===== src/rtl/core/prq_pkg.sv =====
// shared types and constants of the priority request queue
package prq_pkg;

   localparam int PRIO_WIDTH  = 16;
   localparam int COUNT_WIDTH = 5;
   localparam int STATUS_WIDTH = 2;
   localparam int DEFAULT_DEPTH = 16;
   localparam int DEFAULT_TAG_WIDTH = 8;

   typedef enum logic {
      OP_INSERT = 1'b0,
      OP_POP    = 1'b1
   } op_type;

   typedef enum logic [STATUS_WIDTH-1:0] {
      ST_OK    = 2'd0,
      ST_FULL  = 2'd1,
      ST_EMPTY = 2'd2
   } status_type;

   // command broadcast to every cell of the chain
   typedef struct packed {
      logic insert;
      logic pop;
   } cell_cmd_type;

endpackage


===== src/rtl/core/prq_cell.sv =====
// one slot of the sorted chain: holds an entry and trades it with its neighbours
module prq_cell
   import prq_pkg::*;
#(
   parameter int TAG_WIDTH = DEFAULT_TAG_WIDTH
) (
   input  logic                  clock,
   input  logic                  reset,
   input  cell_cmd_type          cmd,
   input  logic [PRIO_WIDTH-1:0] new_prio,
   input  logic [TAG_WIDTH-1:0]  new_tag,
   input  logic                  prev_valid,
   input  logic                  prev_lower,
   input  logic [PRIO_WIDTH-1:0] prev_prio,
   input  logic [TAG_WIDTH-1:0]  prev_tag,
   input  logic                  next_valid,
   input  logic [PRIO_WIDTH-1:0] next_prio,
   input  logic [TAG_WIDTH-1:0]  next_tag,
   output logic                  valid,
   output logic                  lower,
   output logic [PRIO_WIDTH-1:0] prio,
   output logic [TAG_WIDTH-1:0]  tag
);

   logic                  valid_ff, valid_in;
   logic [PRIO_WIDTH-1:0] prio_ff, prio_in;
   logic [TAG_WIDTH-1:0]  tag_ff, tag_in;

   // free slot or strictly lower entry: the new request goes here or above
   assign lower = !valid_ff || (prio_ff < new_prio);

   always_comb begin
      valid_in = valid_ff;
      prio_in  = prio_ff;
      tag_in   = tag_ff;
      if (cmd.insert) begin
         valid_in = valid_ff | prev_valid;
         if (lower) begin
            if (prev_lower) begin
               prio_in = prev_prio;
               tag_in  = prev_tag;
            end else begin
               prio_in = new_prio;
               tag_in  = new_tag;
            end
         end
      end else if (cmd.pop) begin
         valid_in = next_valid;
         prio_in  = next_prio;
         tag_in   = next_tag;
      end
   end

   always_ff @(posedge clock) begin
      if (reset) begin
         valid_ff <= 1'b0;
      end else begin
         valid_ff <= valid_in;
      end
   end

   always_ff @(posedge clock) begin
      prio_ff <= prio_in;
      tag_ff  <= tag_in;
   end

   assign valid = valid_ff;
   assign prio  = prio_ff;
   assign tag   = tag_ff;

endmodule


===== src/rtl/core/priority_request_queue_top.sv =====
// top level of the priority request queue: chain of sorted cells and result register
//
//  channel | direction | handshake             | payload
//  req_    | in        | req_valid / req_ready | op, priority_req, tag
//  rsp_    | out       | rsp_valid / rsp_ready | status, out_tag, out_priority, count
//
// one beat per cycle while the result is not stalled: every cell compares and shifts in the same cycle,
// so an insert or pop updates the chain and registers its result together
// the single result register sets the pace: a new beat is taken while the
// held result leaves, or whenever the register is empty
// synchronous reset empties the chain and drops any held result at once
// a stalled result holds req_ready low until it is taken
module priority_request_queue_top
   import prq_pkg::*;
#(
   parameter int DEPTH     = DEFAULT_DEPTH,
   parameter int TAG_WIDTH = DEFAULT_TAG_WIDTH
) (
   input  logic                    clock,
   input  logic                    reset,
   input  logic                    req_valid,
   output logic                    req_ready,
   input  logic                    req_op,
   input  logic [PRIO_WIDTH-1:0]   req_priority_req,
   input  logic [TAG_WIDTH-1:0]    req_tag,
   output logic                    rsp_valid,
   input  logic                    rsp_ready,
   output logic [STATUS_WIDTH-1:0] rsp_status,
   output logic [TAG_WIDTH-1:0]    rsp_out_tag,
   output logic [PRIO_WIDTH-1:0]   rsp_out_priority,
   output logic [COUNT_WIDTH-1:0]  rsp_count
);

   localparam int CNT_WIDTH = $clog2(DEPTH + 1);

   // per-cell taps, slot 0 is the head
   logic [DEPTH-1:0]      cell_valid;
   logic [DEPTH-1:0]      cell_lower;
   logic [PRIO_WIDTH-1:0] cell_prio [DEPTH];
   logic [TAG_WIDTH-1:0]  cell_tag  [DEPTH];

   cell_cmd_type cmd;
   logic         accept;
   logic         is_insert;
   logic         full;
   logic         empty;

   logic [CNT_WIDTH-1:0] held_count_ff, held_count_in;

   logic                   rsp_valid_ff, rsp_valid_in;
   status_type             rsp_status_ff, rsp_status_in;
   logic [TAG_WIDTH-1:0]   rsp_tag_ff, rsp_tag_in;
   logic [PRIO_WIDTH-1:0]  rsp_prio_ff, rsp_prio_in;
   logic [COUNT_WIDTH-1:0] rsp_count_ff, rsp_count_in;

   // count reported in its low bits, zero-extended when the counter is narrower
   logic [CNT_WIDTH+COUNT_WIDTH-1:0] count_wide;

   // the result register frees itself in the cycle it is taken
   assign req_ready = !rsp_valid_ff || rsp_ready;
   assign accept    = req_valid && req_ready;
   assign is_insert = (op_type'(req_op) == OP_INSERT);

   // valid bits fill from the head, so the ends tell full and empty
   assign full  = cell_valid[DEPTH-1];
   assign empty = !cell_valid[0];

   assign cmd.insert = accept && is_insert && !full;
   assign cmd.pop    = accept && !is_insert && !empty;

   // chain of cells
   for (genvar i = 0; i < DEPTH; i++) begin : g_cell
      logic                  prev_valid, prev_lower, next_valid;
      logic [PRIO_WIDTH-1:0] prev_prio, next_prio;
      logic [TAG_WIDTH-1:0]  prev_tag, next_tag;

      if (i == 0) begin : g_head
         // the head always takes the new request when it is the highest
         assign prev_valid = 1'b1;
         assign prev_lower = 1'b0;
         assign prev_prio  = '0;
         assign prev_tag   = '0;
      end else begin : g_body
         assign prev_valid = cell_valid[i-1];
         assign prev_lower = cell_lower[i-1];
         assign prev_prio  = cell_prio[i-1];
         assign prev_tag   = cell_tag[i-1];
      end

      if (i == DEPTH - 1) begin : g_tail
         // a pop empties the last slot
         assign next_valid = 1'b0;
         assign next_prio  = '0;
         assign next_tag   = '0;
      end else begin : g_link
         assign next_valid = cell_valid[i+1];
         assign next_prio  = cell_prio[i+1];
         assign next_tag   = cell_tag[i+1];
      end

      prq_cell #(
         .TAG_WIDTH (TAG_WIDTH)
      ) u_cell (
         .clock      (clock),
         .reset      (reset),
         .cmd        (cmd),
         .new_prio   (req_priority_req),
         .new_tag    (req_tag),
         .prev_valid (prev_valid),
         .prev_lower (prev_lower),
         .prev_prio  (prev_prio),
         .prev_tag   (prev_tag),
         .next_valid (next_valid),
         .next_prio  (next_prio),
         .next_tag   (next_tag),
         .valid      (cell_valid[i]),
         .lower      (cell_lower[i]),
         .prio       (cell_prio[i]),
         .tag        (cell_tag[i])
      );
   end

   // occupancy counter
   always_comb begin
      held_count_in = held_count_ff;
      if (cmd.insert) begin
         held_count_in = held_count_ff + CNT_WIDTH'(1);
      end else if (cmd.pop) begin
         held_count_in = held_count_ff - CNT_WIDTH'(1);
      end
   end

   assign count_wide = {{COUNT_WIDTH{1'b0}}, held_count_in};

   // result of the accepted beat: tag and priority from the state before the update, count after it
   always_comb begin
      rsp_valid_in  = rsp_valid_ff;
      rsp_status_in = rsp_status_ff;
      rsp_tag_in    = rsp_tag_ff;
      rsp_prio_in   = rsp_prio_ff;
      rsp_count_in  = rsp_count_ff;
      if (accept) begin
         rsp_valid_in  = 1'b1;
         rsp_status_in = ST_OK;
         rsp_tag_in    = '0;
         rsp_prio_in   = '0;
         rsp_count_in  = count_wide[COUNT_WIDTH-1:0];
         if (is_insert) begin
            if (full) begin
               rsp_status_in = ST_FULL;
            end
         end else if (empty) begin
            rsp_status_in = ST_EMPTY;
         end else begin
            // head leaves
            rsp_tag_in  = cell_tag[0];
            rsp_prio_in = cell_prio[0];
         end
      end else if (rsp_ready) begin
         rsp_valid_in = 1'b0;
      end
   end

   always_ff @(posedge clock) begin
      if (reset) begin
         held_count_ff <= '0;
         rsp_valid_ff  <= 1'b0;
      end else begin
         held_count_ff <= held_count_in;
         rsp_valid_ff  <= rsp_valid_in;
      end
   end

   always_ff @(posedge clock) begin
      rsp_status_ff <= rsp_status_in;
      rsp_tag_ff    <= rsp_tag_in;
      rsp_prio_ff   <= rsp_prio_in;
      rsp_count_ff  <= rsp_count_in;
   end

   assign rsp_valid        = rsp_valid_ff;
   assign rsp_status       = rsp_status_ff;
   assign rsp_out_tag      = rsp_tag_ff;
   assign rsp_out_priority = rsp_prio_ff;
   assign rsp_count        = rsp_count_ff;

   // valid cells always form an unbroken run from the head
   a_valid_run: assert property (@(posedge clock) disable iff (reset)
      ((cell_valid & (cell_valid + DEPTH'(1))) == '0))
      else $error("valid cells not contiguous from the head");

   // counter agrees with the occupied cells
   a_count_match: assert property (@(posedge clock) disable iff (reset)
      (held_count_ff == CNT_WIDTH'($countones(cell_valid))))
      else $error("occupancy counter out of step with cells");

   // a pop on an empty queue reports empty and leaves the count at zero
   a_pop_empty: assert property (@(posedge clock) disable iff (reset)
      (accept && !is_insert && empty) |=>
         (rsp_status_ff == ST_EMPTY && held_count_ff == '0))
      else $error("pop on empty queue misreported");

   // a dropped insert leaves the valid bits and the occupancy counter untouched
   a_full_drop: assert property (@(posedge clock) disable iff (reset)
      (accept && is_insert && full) |=>
         (rsp_status_ff == ST_FULL && $stable(cell_valid) && $stable(held_count_ff)))
      else $error("insert into full queue changed the chain");

   // every accepted beat leaves a result behind
   a_rsp_after_accept: assert property (@(posedge clock) disable iff (reset)
      accept |=> rsp_valid_ff)
      else $error("accepted beat produced no result");

endmodule

===== config.mk =====
export PLATFORM = sky130hd
export DESIGN_NAME = priority_request_queue_top
export DESIGN_NICKNAME = d
export VERILOG_FILES = /design/src/rtl/core/prq_pkg.sv /design/src/rtl/core/prq_cell.sv /design/src/rtl/core/priority_request_queue_top.sv
export SDC_FILE = /design/constraint.sdc
export NUM_CORES = 1
export LEC_CHECK = 0
export BUFFER_PORTS_ARGS = -buffer_cell sky130_fd_sc_hd__buf_2
export CORE_UTILIZATION = 47
export DETAILED_ROUTE_END_ITERATION = 8
export PLACE_DENSITY = 0.75
export REMOVE_ABC_BUFFERS = 1
export SYNTH_ARGS = -nofsm -noshare
export SYNTH_HDL_FRONTEND = slang
export SYNTH_HIERARCHICAL = 1
export SYNTH_SLANG_ARGS = --single-unit

===== constraint.sdc =====
create_clock -name clock -period 13.2 [get_ports clock]
set_input_delay 3.96 -clock clock [delete_from_list [all_inputs] [get_ports clock]]
set_output_delay 3.96 -clock clock [all_outputs]
set_load 0.03 [all_outputs]

==> impl_metrics.json <==
{
  "status": "completed",
  "hold_path_class": "register to register",
  "fin_total_pwr_w": 0.00394,
  "slew_headroom_pct": 13.4,
  "switching_power_w": 0.00115,
  "postCtsSetupBuffers": 0,
  "netlist_area_um2": 28400,
  "arrival_ns": 4.54,
  "totalWireLength_um": 58100,
  "grt_max_degree": 261,
  "maxCapViolations": 0,
  "grt_antenna_before_repair": 2,
  "drv_slew": 0,
  "combinationalPowerShare_pct": 20.2,
  "syn_inst": 2823,
  "clock-root-buffer": "clkbuf_16",
  "postCtsResizedCells": 0,
  "startpoint_type": "primary input",
  "p_int_w": 0.00279,
  "ys_warn_count": 6,
  "grt_pass1_wl_um": 95100,
  "fin_setup_tns_ns": 0,
  "via_per_inst": 5.35,
  "final_common_cell": "a21oi_1",
  "vias": 19700,
  "cts_buffer_depth": 3,
  "gp_congestion": 0.815,
  "endpoint_kind": "output pin",
  "dieArea_um2": 61500,
  "reg2reg_to": "g_cell[13].u_cell/tag[5]$_DFFE_PP_",
  "port_buffers": 61,
  "p_seq_share_pct": 47.4,
  "nNetsFinal": 3136,
  "rrSetupSlack_ns": 9.02,
  "setup_viol": 0,
  "tightest_slew_ns": 1.30,
  "drtAntennaViolNets": 0,
  "die_x_um": 248,
  "nFillCells": 5262,
  "clock_latency_ns": 0.60,
  "layout-drive-gt1-share_pct": 7.38,
  "post-route-util_pct": 52.6,
  "p_clk_share_pct": 32.3,
  "rsz0062_at_grt": "false",
  "die_y_um": 248,
  "cts.sinks": 437,
  "clk_pin_slew_worst_paths_ns": 0.06,
  "hold_violations": 0,
  "drt_iter0_drc": 1145,
  "cts_hold_buf": 0,
  "p_per_area_nw_per_um2": 126,
  "dp_hpwl_um": 42500,
  "start_util_pct": 47.9,
  "crit_type": "primary input to output pin",
  "critPathLaunch": "rsp_ready",
  "final_cell_mix": "467 x a21oi_1, 415 x edfxtp_1, 403 x nor2_1",
  "leakage_nw": 15.0,
  "min-delay-start": "g_cell[9].u_cell/valid$_SDFFE_PP0P_",
  "cts_made_buffers": 48,
  "ir_worst_vdd_uv": 107,
  "seq_area_um2": 12900,
  "cp_max_fo": 8,
  "holdPathStages": 2,
  "coreArea_um2": 59400,
  "synth.avg_cell_area_um2": 10.1,
  "grt_remaining_overflow": 0,
  "grt_pass1_vias": 19000,
  "ioPinCount": 62,
  "min_period_ns": 8.50,
  "hold_end": "g_cell[9].u_cell/valid$_SDFFE_PP0P_",
  "grt_usage_pct": 18.9,
  "h-tree-depth": 2,
  "timing.fmax_mhz": 118,
  "cp.required_ns": 9.24,
  "r2r-start": "rsp_valid$_SDFFE_PP0P_",
  "cts_tree": "built",
  "dr.pass1.iters": 6,
  "finalWorstSetupSlack_ns": 4.70,
  "drc": 0,
  "post-route-period-util_pct": 64.4,
  "areaGrowthSynthToFinish_pct": 9.79,
  "rows": 89,
  "reg2reg_depth": 8,
  "post-place-ws_ns": 4.71,
  "wl_per_cell_um": 15.8,
  "switching_share_pct": 29.2,
  "clock_skew_ns": 0.0116,
  "multi_input_area_um2": 14400
}
## how the worst max path moves through the flow
| stage | to | slack, ns | cells after the start |
|---|---|---|---|
| floorplan | g_cell[7].u_cell/prio[0]$_DFFE_PP_ | -50.42 | 2 |
| global placement | req_ready | 4.74 | 3 |
| detailed placement | req_ready | 4.71 | 3 |
| CTS | req_ready | 4.71 | 3 |
| global route | req_ready | 4.67 | 3 |
| finish | req_ready | 4.70 | 3 |
## power groups by stage
stage                     clock, W  sequential, W  combinational [W]
final                      0.00127        0.00187           0.000797
after detailed placement         0        0.00189           0.000794
after global routing       0.00135        0.00189           0.000899
after CTS                  0.00130        0.00187           0.000799
after global placement           0        0.00189           0.000765
after floorplan                  0        0.00189           0.000781
## metal layers
metal	wire length, um	up-vias	track usage (%)
met4	1310	0	5.49
met5	0	-	0
met1	27000	8893	25.2
met2	27800	348	32.1
met3	2050	90	2.27
li1	-	10300	-
## final cells by class
cell class                      instances  share of cell area [%]
Tap cell                              773                    3.10
Antenna cell                            2                  0.0160
Clock buffer                           74                    4.36
Sequential cell                       437                    41.3
Inverter                              247                    2.97
Timing Repair Buffer                   94                    1.85
Multi-Input combinational cell       2037                    46.1
Clock inverter                          9                   0.241
## flip-flops by register name, summed over array words and instances, names as in the netlist
register / cells
held_count_ff: 5
rsp_out_tag: 8
g_cell.u_cell/prio: 256
rsp_out_priority: 16
rsp_status: 2
rsp_count: 5
g_cell.u_cell/tag: 128
rsp_valid: 1
g_cell.u_cell/valid: 16
## stage by stage
| step | std cells | hold slack, ns | cell area, um2 |
|---|---|---|---|
| 2_1_floorplan | 2721 | 0.501 | 28000 |
| 5_1_grt | 3673 | 0.579 | 31200 |
| 4_1_cts | 3671 | 0.547 | 31200 |
| 3_3_place_gp | 3588 | 0.539 | 29800 |
| 6_report | 3673 | 0.547 | 31200 |
| 3_5_place_dp | 3588 | 0.534 | 29800 |
## worst max-delay path: stages
cell	delay [ns]
buf_2	0.07
nand2b_1	0.26
buf_2	0.26
Power figures use the tool's default switching activity.
